**src/ldt_ram.sv**
```systemverilog
`timescale 1ns / 1ps
// Generic simple dual-port RAM: one write port, one registered read port.
// No dependencies.
module ldt_ram #(
  parameter int WIDTH = 16,
  parameter int DEPTH = 128
) (
  input  logic                     clk,
  input  logic                     we,
  input  logic [$clog2(DEPTH)-1:0] waddr,
  input  logic [WIDTH-1:0]         wdata,
  input  logic [$clog2(DEPTH)-1:0] raddr,
  output logic [WIDTH-1:0]         rdata
);

  logic [WIDTH-1:0] mem [DEPTH];

  always_ff @(posedge clk) begin
    if (we) begin
      mem[waddr] <= wdata;
    end
    rdata <= mem[raddr];
  end

endmodule

```
**config.mk**
```make
export PLATFORM = sky130hd
export DESIGN_NAME = ldt_ram
export DESIGN_NICKNAME = d
export VERILOG_FILES = /design/src/ldt_ram.sv
export SDC_FILE = /design/constraint.sdc
export NUM_CORES = 2
export LEC_CHECK = 0
export ABC_AREA = 0
export BUFFER_PORTS_ARGS = -buffer_cell sky130_fd_sc_hd__clkbuf_2
export CORE_MARGIN = 2
export CORE_UTILIZATION = 25
export CTS_BUF_LIST = sky130_fd_sc_hd__clkbuf_8
export CTS_CLUSTER_SIZE = 8
export DETAILED_ROUTE_END_ITERATION = 8
export SLEW_MARGIN = 0
export SYNTH_ARGS = -nofsm -noshare
export SYNTH_HDL_FRONTEND = slang
export SYNTH_SLANG_ARGS = --single-unit
export TNS_END_PERCENT = 50
```
**constraint.sdc**
```tcl
create_clock -name clk -period 3.41 [get_ports clk]
set_input_delay 0.682 -clock clk [delete_from_list [all_inputs] [get_ports clk]]
set_output_delay 0.682 -clock clk [all_outputs]
set_load 0.05 [all_outputs]
```
; ---- Word level (Yosys, flattened, before mapping)
; Memories as Yosys holds them, arrays and structs flattened. A register that Yosys moved wholly into a read port is not among the register bits.
; Index checks and enable logic that the tools add are counted.
; W data, S select, Z words.
[totals]
ram_bits = 2048
word_cells = 3
n_memories = 1
in_bits = 32
output_inout_bits = 16
ff_bits = 0
[mem_list]
columns = name, words, width, rd, rd_ports_with_merged_regs, write_ports, line
row1 = mem, 128, 16, 1, 1, 1, 16  ; logic [WIDTH-1:0] mem [DEPTH];
[classes]
n_mux = 2
[op_table]
columns = op, n
row1 = $mux W1, 2

; ---- Longest topological paths before layout
[logic_depth]
depth_word = 2
mapped_depth = 7
depth_no_buf = 4

; ---- Worst setup path before layout
; Ideal clock, no wire load.
[synth_path]
kind = input-to-reg
start = input raddr[0]
end = register rdata[0], read port of mem
slack_ns = 0.233
arrival_time_ns = 3.056
required_ns = 3.289
setup_ns = 0.121
path_stages = 6
path_cell_list = buf_2 > buf_1 > mux4_2 > mux4_2 > mux4_2 > mux2_2
[synth_rtl]
columns = item, line
row1 = start: declaration, 12  ; input logic [$clog2(DEPTH)-1:0] raddr,
row2 = end: declaration, 13  ; output logic [WIDTH-1:0] rdata

; ---- Worst setup path in the final report
[layout_path]
start = register rdata[4], read port of mem
end = output rdata[4]
; No word-level cell between the ends.

==> impl_metrics.json <==
{
  "status": "complete, no violations",
  "initialDrtViolationCount": 4430,
  "crit-reg2reg-launch": "mem[101][12]$_DFFE_PP_",
  "area_growth_pct": 17.3,
  "antenna_found_initial": 15,
  "yosysSeqAreaShare_pct": 78.7,
  "cts_buffers": 337,
  "cts_sinks": 2064,
  "fin_skew_ns": 0.0794,
  "portBuffers": 47,
  "io_pins": 48,
  "clock_path_buffers": 4,
  "setup_viol": 0,
  "synth_seq_cells": 2064,
  "max-slew-margin-rel_pct": 29.9,
  "drive_above_1_share_pct": 37.7,
  "crit_type": "reg -> out",
  "cp.required_ns": 2.73,
  "critPathMaxFanout": 1,
  "timing.rr.end": "rdata[12]$_DFF_P_",
  "holdWs_ns": 0.120,
  "die_x_microns": 564,
  "p_int_uw": 38500,
  "crit_family": "flip-flops",
  "wl_per_cell_microns": 25.6,
  "placementRows": 205,
  "grt_pass1_wl_microns": 286000,
  "synth.distinct_cells": 17,
  "cts_root_buf": "clkbuf_8",
  "final_cells": 7949,
  "ant_nets": 0,
  "min_delay_path_depth": 1,
  "power.density_mw_per_mm2": 537,
  "dieArea_sq_mm": 0.319,
  "crit_buf_inv": 1,
  "die_height_microns": 564,
  "gr-total-overflow": 0,
  "grt_pass1_vias": 37400,
  "wl_microns": 203000,
  "min_from": "wdata[0]",
  "place_congestion": 0.786,
  "cts_setup_buffers": 0,
  "fin_crit_sh_pct": 78.7,
  "htree_levels": 5,
  "core_sq_mm": 0.312,
  "drv_slew": 0,
  "fmax_mhz": 372,
  "drv_cap": 0,
  "p_leak_uw": 0.0283,
  "cts_tree": "yes",
  "cts.clk_slew.worst_paths_ns": 0.05,
  "ff_latch_area_sq_mm": 0.0618,
  "irDropWorstVdd_mv": 0.351,
  "synthCells": 3086,
  "grt_use_total_pct": 12.6,
  "cp_slowest_stage_delay_ns": 0.59,
  "hold_path_end": "mem[41][0]$_DFFE_PP_",
  "via_per_inst": 4.59,
  "dr.pass1.iters": 7,
  "critPathLaunchType": "flip-flop",
  "p_total_uw": 49500,
  "power.share.switching_pct": 22.3,
  "start_util_pct": 25.2,
  "utilization_pct": 29.5,
  "fin_crit_ns": 2.68,
  "hold_viol": 0,
  "grt_max_degree": 107,
  "synth_fp_nets": 3118,
  "dpl.hpwl_microns": 120000,
  "critical_path_arrival_ns": 2.00,
  "tightest_slew_ns": 1.05,
  "multi_input_area_sq_mm": 0.0161,
  "p_switching_uw": 11000,
  "syn_area_sq_mm": 0.0785,
  "clkLatencyLatePin_ns": 1.05,
  "p_comb_share_pct": 6.0,
  "hp-class": "in -> reg",
  "ys.warnings.count": 0,
  "route.detailed.drc": 0,
  "clkPwrFrac_pct": 37.2,
  "power_frac_seq_pct": 56.8,
  "via_count": 36500,
  "cpMaxStageDelayCell": "dfxtp_1",
  "fillers": 29800,
  "cp_cell_sequence": "clkbuf_2",
  "placed_cells": 7422,
  "synth.avg_cell_area_sq_um": 25.4,
  "rsz0062_at_grt": "false",
  "end_kind": "primary output",
  "r2r_cells": 4,
  "reg2reg_slack_ns": 0.90,
  "final_nets": 3654
}
==> power groups by stage <==
stage | Clock [uW] | Sequential [uW] | Combinational [uW]
final | 18400 | 28100 | 2950
after global routing | 19900 | 28100 | 3070
after CTS | 18900 | 28100 | 2990
after detailed placement | 0 | 28600 | 2990
after global placement | 0 | 28600 | 2950
after floorplan | 0 | 28700 | 1370
==> cell type report <==
cell class,instances,area share (%)
clock buffers,343,5.13
diodes,4,0.0109
flip-flops and latches,2064,67.1
multi-input cells,858,17.5
well taps,4140,5.62
clock inverters,179,0.797
repair buffers,361,3.84
==> through the flow <==
stage	cell area, sq um	TNS (ns)	setup slack, ns
after global routing	92100	0	0.670
after CTS	92100	0	0.594
after global placement	86600	-1.66	-0.175
final	92100	0	0.725
after floorplan	78500	0	0.233
after detailed placement	86600	-1.55	-0.176
==> cell usage in the layout (no fill, tap or decap), types with 21 or more instances in the layout <==
| master | instances |
|---|---|
| mux4_2 | 672 |
| edfxtp_1 | 2048 |
| clkinv_1 | 54 |
| buf_12 | 69 |
| nor2_1 | 101 |
| buf_4 | 260 |
| clkbuf_2 | 27 |
| clkbuf_8 | 343 |
| nor2_2 | 21 |
| inv_1 | 111 |
==> metal layers <==
layer / vias to the layer above / global-route usage, % / wire length (microns)
met3: 327 / 2.35 / 14800
li1: 14500 / - / -
met1: 20000 / 16.6 / 82000
met5: - / 0 / 27
met2: 1654 / 20.9 / 100000
met4: 4 / 4.33 / 6120
==> cell families after synthesis <==
| logic type | Yosys count | synth area share, % |
|---|---|---|
| mux | 688 | 19.5 |
| flops | 2064 | 78.7 |
| buf+inv | 164 | 0.881 |
| simple gates | 170 | 0.888 |
==> how the worst max path moves through the flow <==
stage / startpoint / end / slack [ns] / cells after the start
floorplan: raddr[0] / rdata[0]$_DFF_P_ / 0.23 / 6
global placement: raddr[0] / rdata[4]$_DFF_P_ / -0.17 / 8
detailed placement: raddr[0] / rdata[4]$_DFF_P_ / -0.18 / 8
CTS: rdata[10]$_DFF_P_ / rdata[10] / 0.59 / 1
global route: rdata[10]$_DFF_P_ / rdata[10] / 0.67 / 1
finish: rdata[4]$_DFF_P_ / rdata[4] / 0.73 / 1
==> registers in the layout (all words and copies together), names as in the netlist <==
register	count
mem	2048
rdata	16
==> Yosys cell counts, drive strengths merged <==
library cell,number,area (sq um)
buf,82,384
clkbuf,82,308
dfxtp,16,320
edfxtp,2048,61500
mux2,16,180
mux4,672,15100
nand2,14,52.6
nand2b,2,12.5
nand3,12,60.1
nand4,3,18.8
nor2,122,458
nor2b,7,43.8
nor3,9,45.0
or3,1,6.26
==> repair_timing <==
item	CTS	global route
resized for setup	0	0
hold buffers	1	0
hold endpoints to repair	10	0
Note: power is estimated with default switching activity, not from simulation.
