**src/ldt_pkg.sv**
```systemverilog
`timescale 1ns / 1ps
// Shared constants and width helpers for the linear detrend block.
// No dependencies; ldt_front, ldt_back and the top level import this package.
package ldt_pkg;

  localparam int MAX_LEN_DEF     = 64;
  localparam int SAMPLE_BITS_DEF = 16;

  // residual format: Q17.8
  localparam int RES_W  = 26;
  localparam int FRAC_W = 8;
  localparam logic signed [RES_W-1:0] RES_MAX = {1'b0, {(RES_W-1){1'b1}}};
  localparam logic signed [RES_W-1:0] RES_MIN = {1'b1, {(RES_W-1){1'b0}}};

  // two sample banks: one filling, one draining
  localparam int NUM_BANKS = 2;
  localparam int BANK_W    = 1;

  function automatic int cnt_w(input int max_len);
    return $clog2(max_len + 1);
  endfunction

  function automatic int idx_w(input int max_len);
    return $clog2(max_len);
  endfunction

  function automatic int sum_w(input int max_len, input int sample_bits);
    return sample_bits + idx_w(max_len) + 1;
  endfunction

  function automatic int wsum_w(input int max_len, input int sample_bits);
    return sample_bits + 2 * idx_w(max_len) + 1;
  endfunction

  // job descriptor: {bank, n, sum, weighted sum}
  function automatic int job_w(input int max_len, input int sample_bits);
    return BANK_W + cnt_w(max_len) + sum_w(max_len, sample_bits)
           + wsum_w(max_len, sample_bits);
  endfunction

endpackage

```
**src/ldt_front.sv**
```systemverilog
`timescale 1ns / 1ps
// Front end: takes samples, writes them to the current bank, keeps the sum
// and time-weighted sum, and queues a job at series end. Uses ldt_pkg.
module ldt_front #(
  parameter int MAX_LEN     = ldt_pkg::MAX_LEN_DEF,
  parameter int SAMPLE_BITS = ldt_pkg::SAMPLE_BITS_DEF
) (
  input  logic                          clk,
  input  logic                          rst,
  input  logic                          in_valid,
  output logic                          in_stall,
  input  logic signed [SAMPLE_BITS-1:0] sample,
  input  logic                          last,
  output logic                          wr_en,
  output logic [ldt_pkg::BANK_W+ldt_pkg::idx_w(MAX_LEN)-1:0] wr_addr,
  output logic [SAMPLE_BITS-1:0]        wr_data,
  output logic                          job_push,
  output logic [ldt_pkg::job_w(MAX_LEN, SAMPLE_BITS)-1:0] job,
  input  logic                          ser_done
);

  import ldt_pkg::*;

  localparam int CW = cnt_w(MAX_LEN);
  localparam int IW = idx_w(MAX_LEN);
  localparam int SW = sum_w(MAX_LEN, SAMPLE_BITS);
  localparam int WW = wsum_w(MAX_LEN, SAMPLE_BITS);
  localparam int PW = $clog2(NUM_BANKS + 1);

  logic [CW-1:0]                cnt, cnt_inc;
  logic signed [SW-1:0]         ssum, ssum_next;
  logic signed [WW-1:0]         wsum, wsum_next;
  logic signed [SAMPLE_BITS+IW:0] tw;
  logic [BANK_W-1:0]            bank;
  logic [PW-1:0]                pend;
  logic                         acc, fin;

  // a series in flight per bank; stall once both banks are owned by the back end
  assign in_stall = (pend == PW'(NUM_BANKS));
  assign acc      = in_valid && !in_stall;

  assign cnt_inc   = cnt + 1'b1;
  assign tw        = $signed({1'b0, cnt[IW-1:0]}) * sample;
  assign ssum_next = ssum + SW'(sample);
  assign wsum_next = wsum + WW'(tw);
  assign fin       = last || (cnt_inc == CW'(MAX_LEN));

  assign wr_en    = acc;
  assign wr_addr  = {bank, cnt[IW-1:0]};
  assign wr_data  = sample;
  assign job_push = acc && fin;
  assign job      = {bank, cnt_inc, ssum_next, wsum_next};

  always_ff @(posedge clk) begin
    if (rst) begin
      cnt  <= '0;
      ssum <= '0;
      wsum <= '0;
      bank <= '0;
      pend <= '0;
    end else begin
      if (acc) begin
        if (fin) begin
          cnt  <= '0;
          ssum <= '0;
          wsum <= '0;
          bank <= bank + 1'b1;
        end else begin
          cnt  <= cnt_inc;
          ssum <= ssum_next;
          wsum <= wsum_next;
        end
      end
      if (job_push && !ser_done) begin
        pend <= pend + 1'b1;
      end else if (ser_done && !job_push) begin
        pend <= pend - 1'b1;
      end
    end
  end

  a_done_has_job: assert property (@(posedge clk) disable iff (rst)
    ser_done |-> (pend != '0))
    else $error("series finished with no series pending");

endmodule

```
**config.mk**
```make
export PLATFORM = sky130hd
export DESIGN_NAME = ldt_front
export DESIGN_NICKNAME = d
export VERILOG_FILES = /design/src/ldt_pkg.sv /design/src/ldt_front.sv
export SDC_FILE = /design/constraint.sdc
export NUM_CORES = 1
export LEC_CHECK = 0
export ABC_AREA = 0
export CAP_MARGIN = 20
export CELL_PAD_IN_SITES_DETAIL_PLACEMENT = 1
export CELL_PAD_IN_SITES_GLOBAL_PLACEMENT = 2
export CORE_AREA = 2 2 144 146
export CTS_CLUSTER_DIAMETER = 40
export DETAILED_ROUTE_END_ITERATION = 10
export DIE_AREA = 0 0 146 148
export DONT_BUFFER_PORTS = 1
export HOLD_SLACK_MARGIN = 0.06
export PLACE_DENSITY_LB_ADDON = 0.1
export SLEW_MARGIN = 20
export SYNTH_ARGS = -nofsm -noshare
export SYNTH_HDL_FRONTEND = slang
export SYNTH_SLANG_ARGS = --single-unit
```
**constraint.sdc**
```tcl
create_clock -name clk -period 14.6 [get_ports clk]
set_clock_uncertainty 0.1 [all_clocks]
set_input_delay 0 -clock clk [delete_from_list [all_inputs] [get_ports clk]]
set_output_delay 0 -clock clk [all_outputs]
set_load 0.05 [all_outputs]
```
### Word-level counts from Yosys, hierarchy flattened

Index checks and enable logic that the tools add are counted.

* logic and storage cells: 29
* output and inout bits: 86
* register bits: 62

* add/subtract/negate cells: 6
* reduce and logical (&&, ||, !) cells: 10
* equality and inequality tests: 2
* muxes and demuxes: 5
* multipliers: 1

Operator list (count)
* $add A29 B23 Y29: 1
* $mux W29: 1
* $add A23 B16 Y23: 1
* $mul A7 B16 Y23: 1
* $mux W23: 1
* $add A7 B1 Y7 const B: 1
* $eq A7 B7 Y1 const B: 1
* $mux W7: 1
* $logic_and A1 B1 Y1: 4
* $mux W2: 2
* $logic_not A1 Y1: 3
* $add A2 B1 Y2 const B: 1
* $eq A2 B2 Y1 const B: 1
* $reduce_and A2 Y1: 1
* $reduce_bool A2 Y1: 1
* $sub A2 B1 Y2 const B: 1
* $add A1 B1 Y1 const B: 1
* $logic_or A1 B1 Y1: 1

### Longest topological paths before layout

* depth in word-level cells: 8
* depth in mapped cells: 20
* depth with buffers taken out: 19

### Worst setup path before layout

OpenSTA, ideal clock, no wires.

* kind: register to register
* from: register cnt[1]
* to: register wsum[26]
* library setup time: 0.063 ns
* stages on the path, launching flop included: 21
* arrival: 5.785 ns
* period minus slack after synthesis: 5.948 ns
* slack: 8.652 ns
* cell sequence: dfxtp_1 -> clkbuf_1 -> clkbuf_1 -> nand2_1 -> fa_1 -> inv_1 -> fa_1 -> fa_1 -> inv_1 -> fa_1 -> inv_1 -> ha_1 -> clkbuf_1 -> a21o_1 -> a21o_1 -> a21oi_1 -> o21ai_0 -> a221oi_1 -> o41ai_2 -> xor2_1 -> a22o_1

* elaborated cells between the ends (all ways): 6
* those cells by class: add/sub: 2; mul: 1; eq/ne: 1; mux: 1; reduce/logical: 1

RTL lines
* start: declaration: RTL line ldt_front.sv:30 `logic [CW-1:0] cnt, cnt_inc;`
* start signal: assignment: RTL line ldt_front.sv:69 `cnt <= cnt_inc;`
* $mul A7 B16 Y23: RTL line ldt_front.sv:43 `assign tw = $signed({1'b0, cnt[IW-1:0]}) * sample;`
* $add A29 B23 Y29: RTL line ldt_front.sv:45 `assign wsum_next = wsum + WW'(tw);`
* named net job, one bit: RTL line ldt_front.sv:18 `output logic [ldt_pkg::job_w(MAX_LEN, SAMPLE_BITS)-1:0] job,`
* $mux W29: RTL line ldt_front.sv:63 `if (fin) begin`
* end signal: assignment: RTL line ldt_front.sv:71 `wsum <= wsum_next;`
* end: declaration: RTL line ldt_front.sv:32 `logic signed [WW-1:0] wsum, wsum_next;`

The timed path passes the listed nets, and every way through them passes these cells.
A chain may end at the register's enable or synchronous reset.

### Worst setup path after layout

* from: register cnt[3]
* to: output port job[25] (netlist name)

* word-level cells in the longest chain between the ends: 2

Ends and longest elaborated chain (RTL line)
* $mul A7 B16 Y23: ldt_front.sv:43
* $add A29 B23 Y29: ldt_front.sv:45
* end: declaration: ldt_front.sv:18

No other way between the ends.

==> summary.txt <==
Floorplanning
  – Initial Util: 0.427
  – # rows: 52
  – Top-Level Pins: 107
  – Die footprint: around 0.022 sq mm
  – Core region area: between 0.02 and 0.025 sq mm
  – Die width: 146 um
  – Die height: 148 um

Status
  – Status: finished clean

Clock tree
  – Post-cts sizing count: 0
  – Clk buf depth: 2
  – Clk pin slew, worst setup/hold paths: about 0.06 ns
  – Clock root buffer: clkbuf_16
  – CTS tree: done
  – # H-tree levels: 3
  – Clk_lat worst skew: between 0.3 and 0.4 ns
  – Inserted Clock Buffers: 9
  – Clock Sinks: 62

Worst setup path
  – Arr. time, crit path: roughly 6.2 ns
  – Worst-path cell chain: buf_4, and2_1, fa_1, fa_1, fa_1, inv_1, fa_1, inv_1, ha_1, a21oi_1, o21ai_0, nand2_1, o21ai_0, a221oi_1, nor3_1, nand2b_1, xnor2_1, buf_4
  – Crit path max-delay family: adder cells
  – Delay of the slowest critical-path stage: around 0.74 ns
  – CP required: around 15 ns
  – CP startpoint kind: flip-flop
  – CP Class: reg2out
  – WP buf/inv: 4
  – Crit end category: primary output
  – Worst path most repeated cell: fa_1
  – Crit-path slowest cell: a221oi_1
  – CP max FO: 21

Logic synthesis
  – Syn Std Cell Area: 0.00855 sq mm
  – Top_reg_cell synth: dfxtp_1
  – Post-synth ARST share: 0
  – Average cell area after synthesis: approximately 8.5 sq um
  – Cell variety after synth: about 60
  – Post-synth EDFFs: 0
  – Sequential-to-total area share from yosys stat: 0.145
  – Post-Syn Instances: roughly 1000
  – Yosys warning count: 0
  – Synth Net Count: approximately 1200
  – Post-synthesis register bit count: between 60 and 70

Global route
  – First-pass GRT wire length: roughly 42000 um
  – M1 GR Usage: 0.287
  – Grt peak-use layer: met2
  – Total gr overflow: 0
  – Vias in the first global route: 7673
  – Largest net degree at the start of global routing: 34
  – Met3 Resource Use GR: 0.0401
  – GR Util All Layers: 0.246
  – Initial antenna violation count: 0
  – Grt met2 use: 0.451

Timing
  – Tcrit/Tclk final: 0.431
  – Setup violations, final: 0
  – Slew HR: 0.214
  – Max Fclk: approximately 160 MHz
  – Number of max-slew violations in the final report: 0
  – Worst slew pin tran: about 1.2 ns
  – Fin Setup TNS: 0 ns
  – Final Hold Fails: 0
  – Final min period: 6.29 ns
  – RSZ-0062 raised after global routing: no

Detailed routing
  – Routed WL per cell: around 20 um
  – Final WL: approximately 26000 um
  – Total vias in the final route: 6953
  – DR iter-0 viols: ~280
  – Final ANT Viol Nets: 0
  – DRC viols: 0
  – DRT Pass-1 Iters: 4
  – Vias per inst: 5.39

Cells and area
  – Final antenna diode count: 0
  – Share of post-route cells with drive strength above 1: 0.0784
  – Final #Nets: around 1200
  – Final Cell Area: ~0.0094 sq mm
  – Area grow syn2layout: 10.5%

Power
  – Maximum vdd ir drop: around 0.045 mV
  – PwrDens: 69.0 mW/mm^2
  – LEAKAGE: approximately 4.6 nW

Run
  – Max cap viols: 0

Placement
  – Detailed Place HPWL: 19900 um
  – Placement Cell Area: approximately 0.009 sq mm
  – Port bufs: 0
  – Global placement routability congestion: approximately 0.87

Hold path
  – Hold WC Path Type: in2reg
[synthesized netlist by cell type, types with 2 or more instances]
cell type / instances / area, sq um
fa_1: 107 / 2140
o31ai_1: 2 / 15.0
nand4_1: 11 / 68.8
xor2_1: 21 / 184
o41ai_1: 2 / 17.5
nand3_1: 30 / 150
a21o_1: 16 / 120
inv_1: 180 / 676
nor4_1: 2 / 12.5
o22ai_1: 2 / 12.5
o211ai_1: 2 / 15.0
a21boi_0: 2 / 15.0
nand2b_1: 3 / 18.8
nor2_1: 55 / 206
a41oi_1: 2 / 17.5
a31oi_1: 7 / 43.8
a21o_2: 2 / 17.5
nor3_1: 8 / 40.0
a31o_2: 2 / 17.5
xnor2_1: 38 / 333
and3_1: 2 / 12.5
or3_1: 2 / 12.5
clkbuf_1: 38 / 143
ha_1: 81 / 1010
nor2b_1: 2 / 12.5
o21bai_1: 6 / 45.0
a221oi_1: 3 / 26.3
a21oi_1: 51 / 255
o21ai_0: 22 / 110
nand2_1: 91 / 342
a22o_1: 26 / 228
a211oi_1: 4 / 30.0
buf_4: 24 / 180
dfxtp_1: 62 / 1240
and2_1: 53 / 332
o21a_1: 7 / 52.6
a22oi_1: 15 / 113
[routing by layer]
layer,up-vias,wire length (um)
li1,3252,-
met1,3528,10300
met2,131,13600
met3,42,1010
met4,0,830
met5,-,0
[final timing paths]
kind	startpoint	endpoint	slack (ns)	depth (start not counted)
min reg2reg	wsum[6]	wsum[6]	0.36	2
min	last	ssum[16]	0.1	3
max reg2reg	cnt[3]	wsum[28]	8.37	18
max	cnt[3]	job[25]	8.31	18
[cell usage in the layout, fill, tap and decap left out, types with 3 or more instances in the layout]
cell           instances
inv_1                180
fa_1                 107
nand2_1               91
ha_1                  81
dfxtp_1               62
nor2_1                54
and2_1                53
a21oi_1               51
buf_4                 37
xnor2_1               31
nand3_1               30
a22o_1                26
dlygate4sd3_1         25
o21ai_0               22
xor2_1                19
a21o_1                16
a22oi_1               15
nand4_1               11
clkbuf_16              9
nor3_1                 7
o21a_1                 7
a31oi_1                7
xnor2_2                7
o21bai_1               6
a211oi_1               4
nand2b_1               3
a221oi_1               3
clkinv_2               3
[registers in the layout (all words and copies together) (netlist names)]
signal	cells
bank	1
wsum	29
cnt	7
pend	2
ssum	23
[worst register-to-register path, stage by stage (launching register included)]
cell and delay [ns]:
dfxtp_1 0.37, buf_4 0.36, nand2_1 0.13, fa_1 0.50
inv_1 0.11, ha_1 0.56, inv_1 0.18, fa_1 0.55
fa_1 0.57, inv_1 0.05, ha_1 0.33, a21oi_1 0.08
o21bai_1 0.17, a21o_1 0.19, a2111oi_0 0.13, o41ai_1 0.42
a31oi_1 0.15, xnor2_1 0.97, a22o_1 0.24
[timing repair]
action | 4_1_cts | 5_1_grt
hold buffers | 26 | 0
buffers inserted | 0 | 0
endpoints found under the hold margin | 50 | 0
[through the flow]
| step | std cells | setup slack, ns | total power, W | hold WS [ns] | util |
|---|---|---|---|---|---|
| global placement | 1248 | 8.51 | 0.000416 | -0.0990 | 0.440 |
| finish | 1290 | 8.31 | 0.000652 | 0.0974 | 0.471 |
| detailed placement | 1248 | 8.38 | 0.000423 | -0.0990 | 0.441 |
| global route | 1290 | 7.90 | 0.000685 | 0.116 | 0.471 |
| floorplan | 1007 | 8.65 | 0.000386 | 0.0671 | - |
| CTS | 1290 | 8.27 | 0.000657 | 0.0881 | 0.468 |
[where the power goes]
part | internal, W | leakage, nW | switching [W]
clock network | 0.000116 | 0.136 | 0.0000968
logic | 0.0000684 | 3.95 | 0.000186
registers | 0.000177 | 0.503 | 0.00000790
[kinds of logic after synthesis]
family | after synthesis | synth area share
multiplexers | 1 | 0.00117
buffers and inverters | 246 | 0.120
adder cells (fa/ha/maj) | 188 | 0.369
flip-flops | 62 | 0.145
AO/OA/AOI/OAI | 188 | 0.158
XOR/XNOR | 59 | 0.0605
AND/OR/NAND/NOR | 263 | 0.146
[area by class of cell]
class                   instances  area (sq um)
flip-flops and latches         62          1240
repair buffers                 63           548
multi-input cells             699          6360
clock inverters                 7          48.8
fillers                      2449         10600
well taps                     270           338
clock buffers                   9           225
inverters                     180           676
(Power assumes the default switching activity.)
