**config.mk**
```make
export PLATFORM = sky130hd
export DESIGN_NAME = ldt_queue
export DESIGN_NICKNAME = d
export VERILOG_FILES = /design/src/ldt_queue.sv
export SDC_FILE = /design/constraint.sdc
export NUM_CORES = 1
export LEC_CHECK = 0
export ABC_AREA = 1
export BUFFER_PORTS_ARGS = -buffer_cell sky130_fd_sc_hd__buf_2
export CAP_MARGIN = 0
export CORE_AREA = 5 5 47 49
export DETAILED_ROUTE_END_ITERATION = 16
export DIE_AREA = 0 0 52 54
export PLACE_DENSITY = 0.84
export SLEW_MARGIN = 20
export SYNTH_ARGS = -nofsm -noshare
export SYNTH_HDL_FRONTEND = slang
export SYNTH_SLANG_ARGS = --single-unit
export TNS_END_PERCENT = 100
```
**constraint.sdc**
```tcl
create_clock -name clk -period 1.2 [get_ports clk]
set_input_delay 0.3 -clock clk [delete_from_list [all_inputs] [get_ports clk]]
set_output_delay 0.3 -clock clk [all_outputs]
set_load 0.005 [all_outputs]
```
**src/ldt_queue.sv**
```systemverilog
`timescale 1ns / 1ps
// Small FIFO of series job descriptors between the front and back ends.
// No package dependencies.
module ldt_queue #(
  parameter int WIDTH = 8,
  parameter int DEPTH = 2
) (
  input  logic             clk,
  input  logic             rst,
  input  logic             push,
  input  logic [WIDTH-1:0] push_data,
  input  logic             pop,
  output logic [WIDTH-1:0] pop_data,
  output logic             empty,
  output logic             full
);

  localparam int PTR_W = (DEPTH > 1) ? $clog2(DEPTH) : 1;
  localparam int CNT_W = $clog2(DEPTH + 1);

  logic [WIDTH-1:0] slots [DEPTH];
  logic [PTR_W-1:0] wp, rp;
  logic [CNT_W-1:0] count;

  assign pop_data = slots[rp];
  assign empty    = (count == '0);
  assign full     = (count == CNT_W'(DEPTH));

  always_ff @(posedge clk) begin
    if (push) begin
      slots[wp] <= push_data;
    end
  end

  always_ff @(posedge clk) begin
    if (rst) begin
      wp    <= '0;
      rp    <= '0;
      count <= '0;
    end else begin
      if (push) begin
        wp <= (wp == PTR_W'(DEPTH - 1)) ? '0 : wp + 1'b1;
      end
      if (pop) begin
        rp <= (rp == PTR_W'(DEPTH - 1)) ? '0 : rp + 1'b1;
      end
      if (push && !pop) begin
        count <= count + 1'b1;
      end else if (pop && !push) begin
        count <= count - 1'b1;
      end
    end
  end

  a_no_overflow: assert property (@(posedge clk) disable iff (rst) push |-> !full)
    else $error("job queue written while full");
  a_no_underflow: assert property (@(posedge clk) disable iff (rst) pop |-> !empty)
    else $error("job queue read while empty");

endmodule

```
======== Yosys cells after proc, flatten, opt, wreduce, memory -nomap -nowiden ========
Memory sizes are Yosys's and may differ from the RTL's. A register that Yosys moved wholly into a read port is not among the register bits.
Index checks and enable logic that the tools add are counted.
W data, S select, Z words.
cells by class
  mux-type cells .......................... 8
  reduce and logical (&&, ||, !) cells .... 6
  add/sub/neg operators ................... 4
  eq/ne operators ......................... 1
operators with widths
  cell                   count
  $mux W1                6
  $mux W2                2
  $add A1 B1 Y1 const B  2
  $add A2 B1 Y2 const B  1
  $eq A2 B2 Y1 const B   1
  $logic_and A1 B1 Y1    2
  $logic_not A1 Y1       2
  $logic_not A2 Y1       1
  $reduce_bool A2 Y1     1
  $sub A2 B1 Y2 const B  1
word-level totals
  memory bits (writable) .................. 16
  logic and storage cells ................. 23
  memories kept ........................... 1
  output and inout bits ................... 10
  register bits after elaboration ......... 4
memories
  memory  depth  width  read ports  clocked after memory_dff  wr ports  line  RTL
  slots   2      8      1           1                         1         21    logic [WIDTH-1:0] slots [DEPTH];

======== Depth between registers and ports, before layout ========
Gate-level depths: netlist of the first run.
  depth in word-level cells ............... 4
  depth in mapped cells ................... 8

======== Least setup slack after synthesis of the first run ========
OpenSTA, ideal clock, no wires.
  kind .................................... input-to-reg
  start ................................... input push
  end ..................................... memory slots[0][0], enable pin
  path slack .............................. 141 ps
  data arrival time ....................... 689 ps
  path buffers ............................ 0
  stages .................................. 2
  path through ............................ inv_1 > nor2_1
on the way
  word-level cells in the longest chain between the ends .. 2
RTL lines
  what                           line  RTL
  from (decl)                    10    input logic push,
  $mux W1                        30    if (push) begin
  $mux W1 (not written as such)  31    slots[wp] <= push_data;
  to (decl)                      21
No other way between the ends.

==> flow_summary.toml, run 1 <==
[place]
post-place-cells = 108
globalplace.congestion = 0.680
portBuffers = 21
place_hpwl_mm = 1.03

[power]
p_leak_nw = 0.479
p_per_area_mw_per_mm2 = 1330
max-vdd-ir-drop_mv = 0.743

[layout]
layout.cells.non_filler = 113
nets = 100
syn2layout_area_growth_pct = 34.4
layout_commonest_cell = "edfxtp_1"
most-common-layout-cells = "16 x edfxtp_1, 13 x buf_2, 10 x buf_6"
final_layout_size_suffix_gt1_share_pct = 51.2
num_antenna_cells = 0
final_util_pct = 59.8

[run_status]
status = "finished, violations left"
violations = "setup timing"

[clocking]
cts_max_level = 1
cts_made_buffers = 3
tritoncts = "yes"
clk_latency_ns = 0.31
clk_pin_slew_ns = 0.12
cts-root-buf = "clkbuf_4"
cts_buffer_depth = 2
hold_buffers = 0
cts.sinks = 21

[sta]
hold_ws_ns = 0.176
setup_violations = 8
period_share_pct = 127
fmax_ghz = 0.658
hold_viol = 0
slew_violations = 0
worstMarginPinSlew_ns = 0.337
rsz0062_at_grt = "true"
setup_slack_ns = -0.320
skew_ns = 0.00902
max-slew-margin-rel_pct = 77.5
post-route-min-period_ns = 1.52

[floorplan]
die_w_um = 52
start_util_pct = 44.5
die_y_um = 54
coreArea_mm2 = 0.00182
num_rows = 16
die-area_mm2 = 0.00281
io_pins = 22

[worst_setup_path]
path_max_fanout = 4
end_kind = "output pin"
required_ns = 0.90
critPathKind = "flip-flop to output pin"
start_kind = "flip-flop"
worstPathArrival_ns = 1.22

[routing]
via_per_inst = 4.42
ant_nets = 0
vias = 500
drt_iter0_drc = 2
dr.pass1.iters = 2
wirelength_mm = 1.44
wl_per_cell_um = 12.7
route.detailed.drc = 0

[global_route]
grt_max_degree = 13
grt-ovfl-total = 0
grt_pass1_wl_mm = 2.35
grt_antenna_before_repair = 0
grt_pass1_vias = 532
grtUsageTotal_pct = 12.2

[synth]
synthesis.area_um2 = 811
synth.distinct_cells = 16
synth_fp_nets = 71
avgSynthCellArea_um2 = 14.0
yosys_warnings = 0
ys_seq_area_share_pct = 71.6
yosys_register_bits = 21
syn_inst = 58

[flow_run]
max_cap_viol_count = 0

[worst_hold_path]
hp-class = "input pin to flip-flop"
what timing repair did:
item	in CTS	in global routing
pin swaps	0	1
cloned	0	0
gates resized for setup	20	3
buffers inserted	0	1
setup endpoints to repair	9	10
sequential cells by signal, indices dropped and copies added (netlist names), named ones only:
name and cells:
count 2, wp 1, slots 16, rp 1
final timing paths:
path | start | to | slack, ns | cells past startpoint
hold reg to reg | count[0] | count[0] | 0.52 | 2
setup / recovery | flip-flop | pop_data[4] | -0.32 | 3
hold / removal | push_data[3] | slots[1][3] | 0.18 | 1
setup reg to reg | wp | slots[1][7] | 0.19 | 2
per-stage QoR:
stage	power (mW)	setup WS (ns)	TNS, ns	cell area (um^2)
after global routing	1.52	-0.368	-2.93	1090
after floorplan	0.972	0.141	0	811
after detailed placement	1.06	-0.0169	-0.0519	961
after CTS	1.44	-0.320	-2.51	1080
after global placement	1.05	0.00744	0	961
final	1.45	-0.320	-2.48	1090
critical path: stages (launching register included):
cell and delay [ns]:
dfxtp_2 0.36, buf_6 0.13, mux2_4 0.31, buf_6 0.12
layout make-up:
type / count / area, um^2
Inverter: 9 / 33.8
Timing Repair Buffer: 25 / 193
Tap cell: 27 / 33.8
Clock buffer: 3 / 22.5
Clock inverter: 1 / 5.00
Fill cell: 152 / 732
Multi-Input combinational cell: 27 / 218
Sequential cell: 21 / 584
synthesized netlist by cell type (all sizes together):
| master | instances | share of area (%) |
|---|---|---|
| buf | 1 | 1.4 |
| inv | 9 | 4.2 |
| a21oi | 1 | 0.62 |
| dfxtp | 5 | 12 |
| o21ai | 1 | 0.62 |
| xnor2 | 1 | 1.1 |
| nand3 | 1 | 0.62 |
| ha | 1 | 1.5 |
| nor2 | 7 | 3.2 |
| nand4 | 1 | 0.77 |
| edfxtp | 16 | 59 |
| mux2 | 8 | 11 |
| nor3 | 1 | 0.62 |
| nand2 | 5 | 2.6 |
per-layer routing:
layer  track usage [%]  vias to the layer above  part of all wire [%]
li1                  -                      251                     -
met1              12.3                      227                    39
met2              21.1                       18                    51
met3              3.60                        4                   7.0
met4              9.17                        0                   2.8
met5                 0                        -                     0
where the power goes:
part	switching (mW)	internal [mW]	total (mW)
combinational	0.105	0.156	0.261
sequential	0.0222	0.834	0.856
clock	0.208	0.125	0.332
kinds of logic (layout without fill, tap and decap cells):
family / Yosys count / in the layout / share of synthesized area [%]
flip-flops: 21 / 21 / 71.6
AND/OR/NAND/NOR: 15 / 15 / 7.87
AO/OA/AOI/OAI: 2 / 2 / 1.23
buffers and inverters: 10 / 38 / 5.56
multiplexers: 8 / 8 / 11.1
adder cells (fa/ha/maj): 1 / 1 / 1.54
XOR/XNOR: 1 / 1 / 1.08
No activity file was read; power rests on OpenSTA's default activity.
==> run 2: changes to the inputs <==
--- a/config.mk
+++ b/config.mk
@@ -5,13 +5,12 @@
 export SDC_FILE = /design/constraint.sdc
 export NUM_CORES = 1
 export LEC_CHECK = 0
-export ABC_AREA = 1
 export BUFFER_PORTS_ARGS = -buffer_cell sky130_fd_sc_hd__buf_2
 export CAP_MARGIN = 0
-export CORE_AREA = 5 5 47 49
+export CORE_AREA = 2 2 44 46
 export DETAILED_ROUTE_END_ITERATION = 16
-export DIE_AREA = 0 0 52 54
-export PLACE_DENSITY = 0.84
+export DIE_AREA = 0 0 46 48
+export PLACE_DENSITY = 0.82
 export SLEW_MARGIN = 20
 export SYNTH_ARGS = -nofsm -noshare
 export SYNTH_HDL_FRONTEND = slang
==> flow_summary.toml, run 2 <==
[clocking]
cts-root-buf = "clkbuf_4"
tritoncts = "yes"
cts_made_buffers = 3
clk_latency_ns = 0.30
cts_buffer_depth = 2
hold_buffers = 0
cts_max_level = 1
clk_pin_slew_ns = 0.11
cts.sinks = 21

[power]
max-vdd-ir-drop_mv = 0.867
p_per_area_mw_per_mm2 = 1360
p_leak_nw = 0.465

[layout]
post-route-cell-area_mm2 = 0.00109
syn2layout_area_growth_pct = 39.8
max_flop_register = "slots"
largestRegisters = "slots: 16 flops, count: 2 flops"
final_layout_size_suffix_gt1_share_pct = 57.0
largest_reg_flops = 16
nets = 93
num_antenna_cells = 0
most-common-layout-cells = "16 x edfxtp_1, 13 x buf_2, 9 x buf_6"
layout_commonest_cell = "edfxtp_1"

[floorplan]
start_util_pct = 46.4
die-area_mm2 = 0.00221
coreArea_mm2 = 0.00169
num_rows = 15
die_w_um = 46
io_pins = 22
die_y_um = 48

[worst_setup_path]
critPathKind = "flip-flop to output pin"
end_kind = "output pin"
worstPathArrival_ns = 1.20
path_max_fanout = 8
required_ns = 0.90
start_kind = "flip-flop"

[routing]
wl_per_cell_um = 13.0
drt_iter0_drc = 1
route.detailed.drc = 0
dr.pass1.iters = 2
ant_nets = 0
wirelength_mm = 1.25
vias = 481
via_per_inst = 5.01

[sta]
setup_violations = 10
slew_violations = 0
worstMarginPinSlew_ns = 0.380
hold_ws_ns = 0.184
skew_ns = 0.00387
setup_slack_ns = -0.301
rsz0062_at_grt = "true"
post-route-min-period_ns = 1.50
fmax_ghz = 0.666
period_share_pct = 125
hold_viol = 0
max-slew-margin-rel_pct = 74.7

[synth]
avgSynthCellArea_um2 = 16.7
yosys-top-cells-area = "edfxtp_1 61%, dfxtp_1 13%, mux2_2 12%, nor2_1 2.4%, xnor2_1 2.2%"
synth_top_cell_by_area = "edfxtp_1"
synth.distinct_cells = 15
synthesis.area_um2 = 783
synth_top_area_share_pct = 61.3
syn_inst = 47
synth.most_common_cell = "edfxtp_1"
yosys_register_bits = 21
yosys_warnings = 0
synth.top_cells.by_count = "16 x edfxtp_1, 8 x mux2_2, 5 x dfxtp_1, 5 x nor2_1"
synth_edf_count = 16
synth_fp_nets = 60
synth_ff_type = "edfxtp_1"
synthArstFlopShare_pct = 0
ys_seq_area_share_pct = 74.1

[global_route]
grt_pass1_wl_mm = 1.90
grt_antenna_before_repair = 0
grt-ovfl-total = 0
grt_pass1_vias = 474
grtUsageTotal_pct = 13.5
grt_max_degree = 12

[place]
portBuffers = 21
placed_cell_area_um2 = 962
place_hpwl_um = 860
globalplace.congestion = 0.651

[flow_run]
max_cap_viol_count = 0

[run_status]
status = "finished, violations left"
violations = "setup timing"

[worst_hold_path]
hp-class = "input pin to flip-flop"
run 2: cell families (layout without fill, tap and decap cells):
logic type      Yosys count  count (layout)  share of synthesized area [%]
compound gates            2               2                           1.28
xor+xnor                  4               4                           4.47
fa+ha+maj                 1               1                           1.60
buf+inv                   2              34                           1.12
flops                    21              21                           74.1
mux                       8               8                           11.5
simple gates              9               9                           5.91
run 2: area by class of cell:
cell class | count | area (um^2)
Clock buffer | 4 | 26.3
Fill cell | 145 | 594
Inverter | 1 | 3.75
Multi-Input combinational cell | 24 | 228
Sequential cell | 21 | 584
Tap cell | 17 | 21.3
Timing Repair Buffer | 29 | 231
run 2: timing repair:
item                                    in CTS  in global routing
gates resized for setup                     18                  3
hold endpoints to repair                     0                  0
buffers inserted                             1                  1
endpoints found under the setup margin       9                 11
pin swaps                                    0                  1
run 2: final timing paths:
path	start	end	slack (ns)	depth (start not counted)
worst max-delay path	flip-flop	pop_data[5]	-0.30	3
worst min-delay path	push_data[5]	slots[1][5]	0.18	1
worst max register to register	count[0]	count[1]	0.05	4
worst min register to register	rp	flip-flop	0.53	2
run 2: critical path, stage by stage (launching register included):
cell     delay (ns)
dfxtp_2        0.35
buf_12         0.13
mux2_4         0.31
buf_6          0.12
run 2: per-stage QoR:
step | setup WS (ns) | TNS [ns] | instances | util (%) | total power, mW
floorplan | 0.0563 | 0 | 47 | - | 0.983
finish | -0.301 | -2.50 | 96 | 64.8 | 1.49
global route | -0.360 | -3.08 | 96 | 64.8 | 1.57
detailed placement | -0.119 | -0.477 | 90 | 57.0 | 1.10
CTS | -0.325 | -2.65 | 95 | 63.6 | 1.48
global placement | -0.0296 | -0.0847 | 90 | 57.0 | 1.08
run 2: metal layers:
metal / share of wire (%) / up-vias / wire length, um / global-route usage [%]
met3: 6.5 / 5 / 81 / 4.15
met2: 53 / 20 / 659 / 23.3
met4: 3.5 / 0 / 43 / 12.0
met5: 0 / - / 0 / 0
li1: - / 232 / - / -
met1: 37 / 224 / 461 / 13.0
run 2: power by group:
group          total [mW]  internal (mW)  switching [mW]
Combinational       0.301          0.192           0.109
Sequential          0.866          0.842          0.0234
Clock               0.322          0.130           0.192
==> run 3: changes to the inputs <==
--- a/config.mk
+++ b/config.mk
@@ -5,12 +5,13 @@
 export SDC_FILE = /design/constraint.sdc
 export NUM_CORES = 1
 export LEC_CHECK = 0
+export ABC_AREA = 1
 export BUFFER_PORTS_ARGS = -buffer_cell sky130_fd_sc_hd__buf_2
 export CAP_MARGIN = 0
 export CORE_AREA = 2 2 44 46
 export DETAILED_ROUTE_END_ITERATION = 16
 export DIE_AREA = 0 0 46 48
-export PLACE_DENSITY = 0.82
+export PLACE_DENSITY = 0.84
 export SLEW_MARGIN = 20
 export SYNTH_ARGS = -nofsm -noshare
 export SYNTH_HDL_FRONTEND = slang
==> flow_summary.toml, run 3 (synthesis results as in run 1) <==
[floorplan]
coreArea_mm2 = 0.00169
num_rows = 15
die-area_mm2 = 0.00221
die_y_um = 48
die_w_um = 46
start_util_pct = 48.0
io_pins = 22

[worst_setup_path]
path_max_fanout = 8
end_kind = "output pin"
start_kind = "flip-flop"
rr_worst_depth = 2
r2r_slack_ns = 0.19
worstPathArrival_ns = 1.19
critPathKind = "flip-flop to output pin"
required_ns = 0.90
rr_startpoint = "wp"
r2r-end = "slots[1][1]"

[sta]
slew_violations = 0
worstMarginPinSlew_ns = 0.353
skew_ns = 0.00603
setup_slack_ns = -0.293
rsz0062_at_grt = "true"
fmax_ghz = 0.670
setup_violations = 8
setup_tns_ns = -2.31
hold_viol = 0
period_share_pct = 124
post-route-min-period_ns = 1.49
max-slew-margin-rel_pct = 76.5

[global_route]
grt_antenna_before_repair = 0
grtUsageTotal_pct = 12.9
grt_pass1_vias = 507
grt_pass1_wl_mm = 1.92
grt_max_degree = 12
grt-ovfl-total = 0

[power]
finalPower_mw = 1.44
p_sw_mw = 0.319
p_comb_share_pct = 18.4
pwr-share-seq_pct = 59.4
p_leak_nw = 0.479
p_int_mw = 1.12
p_sw_share_pct = 22.1
clkPwrFrac_pct = 22.3
p_per_area_mw_per_mm2 = 1330
max-vdd-ir-drop_mv = 0.603

[routing]
wl_per_cell_um = 12.9
drt_iter0_drc = 7
dr.pass1.iters = 4
wirelength_mm = 1.33
vias = 513
route.detailed.drc = 0
ant_nets = 0
via_per_inst = 4.98

[flow_run]
max_cap_viol_count = 0

[worst_hold_path]
min_to = "slots[0][7]"
hold_path_startpoint = "push_data[7]"
hp-class = "input pin to flip-flop"
hold_depth = 1

[layout]
syn2layout_area_growth_pct = 33.3
num_antenna_cells = 0
largestRegisters = "slots: 16 flops, count: 2 flops"
post-route-cell-area_mm2 = 0.00108
layout.cells.non_filler = 103
final_layout_size_suffix_gt1_share_pct = 50.0
most-common-layout-cells = "16 x edfxtp_1, 13 x buf_2, 8 x mux2_4, 8 x buf_6, 7 x inv_1"
layout_commonest_cell = "edfxtp_1"
max_flop_register = "slots"
largest_reg_flops = 16
nets = 100

[clocking]
tritoncts = "yes"
hold_buffers = 0
cts_buffer_depth = 2
clk_pin_slew_ns = 0.11
cts_made_buffers = 3
cts_max_level = 1
clk_latency_ns = 0.29
cts.sinks = 21
cts-root-buf = "clkbuf_4"

[place]
portBuffers = 21
place_hpwl_um = 957
globalplace.congestion = 0.660
placed_cell_area_um2 = 961
post-place-cells = 98

[run_status]
violations = "setup timing"
status = "finished, violations left"
run 3: cell count changes in the layout (fill, tap and decap cells not counted), sizes merged, moves of 2 or more:
cell | before | now
nand2 | 0 | 5
buf | 29 | 25
inv | 1 | 9
xor2 | 2 | 0
nor2 | 5 | 7
run 3: power groups by stage:
stage	clock network, mW	registers [mW]	logic (mW)
2_1_floorplan	0	0.861	0.110
3_3_place_gp	0	0.864	0.190
3_5_place_dp	0	0.867	0.200
4_1_cts	0.330	0.853	0.259
5_1_grt	0.361	0.858	0.288
6_report	0.321	0.855	0.265
run 3: through the flow:
step / setup slack, ns / util (%) / hold slack (ns)
final: -0.293 / 64.0 / 0.185
after global routing: -0.352 / 64.0 / 0.165
after CTS: -0.305 / 63.3 / 0.181
after detailed placement: -0.0135 / 56.9 / 0.491
after global placement: -0.0129 / 56.9 / 0.489
after floorplan: 0.141 / - / 0.372
run 3: final cells by class:
type / instances / area [um^2]
Inverter: 9 / 33.8
Clock buffer: 4 / 26.3
Sequential cell: 21 / 584
Tap cell: 17 / 21.3
Timing Repair Buffer: 25 / 198
Fill cell: 135 / 608
Multi-Input combinational cell: 27 / 218
run 3: how the worst max path moves through the flow:
stage          slack (ns)       from  depth (start not counted)          end
4_1_cts             -0.31  flip-flop                          3  pop_data[7]
5_1_grt             -0.35  flip-flop                          3  pop_data[5]
2_1_floorplan        0.14       push                          2  slots[0][0]
3_5_place_dp        -0.01  flip-flop                          3  pop_data[0]
3_3_place_gp        -0.01  flip-flop                          3  pop_data[0]
6_report            -0.29  flip-flop                          3  pop_data[5]
run 3: metal layers:
metal	vias to the layer above	GRT usage, %	share of wire [%]
li1	252	-	-
met1	240	10.4	36
met2	17	25.3	56
met3	4	4.53	5.7
met4	0	9.14	2.0
met5	-	0	0
run 3: what timing repair did:
| action | 4_1_cts | 5_1_grt |
|---|---|---|
| buffers inserted | 0 | 1 |
| setup endpoints to repair | 9 | 10 |
| resized for setup | 18 | 3 |
run 3: worst max-delay path, stage by stage, from the launching register on:
cell and delay (ns):
dfxtp_2 0.35, buf_12 0.13, mux2_4 0.31, buf_6 0.12
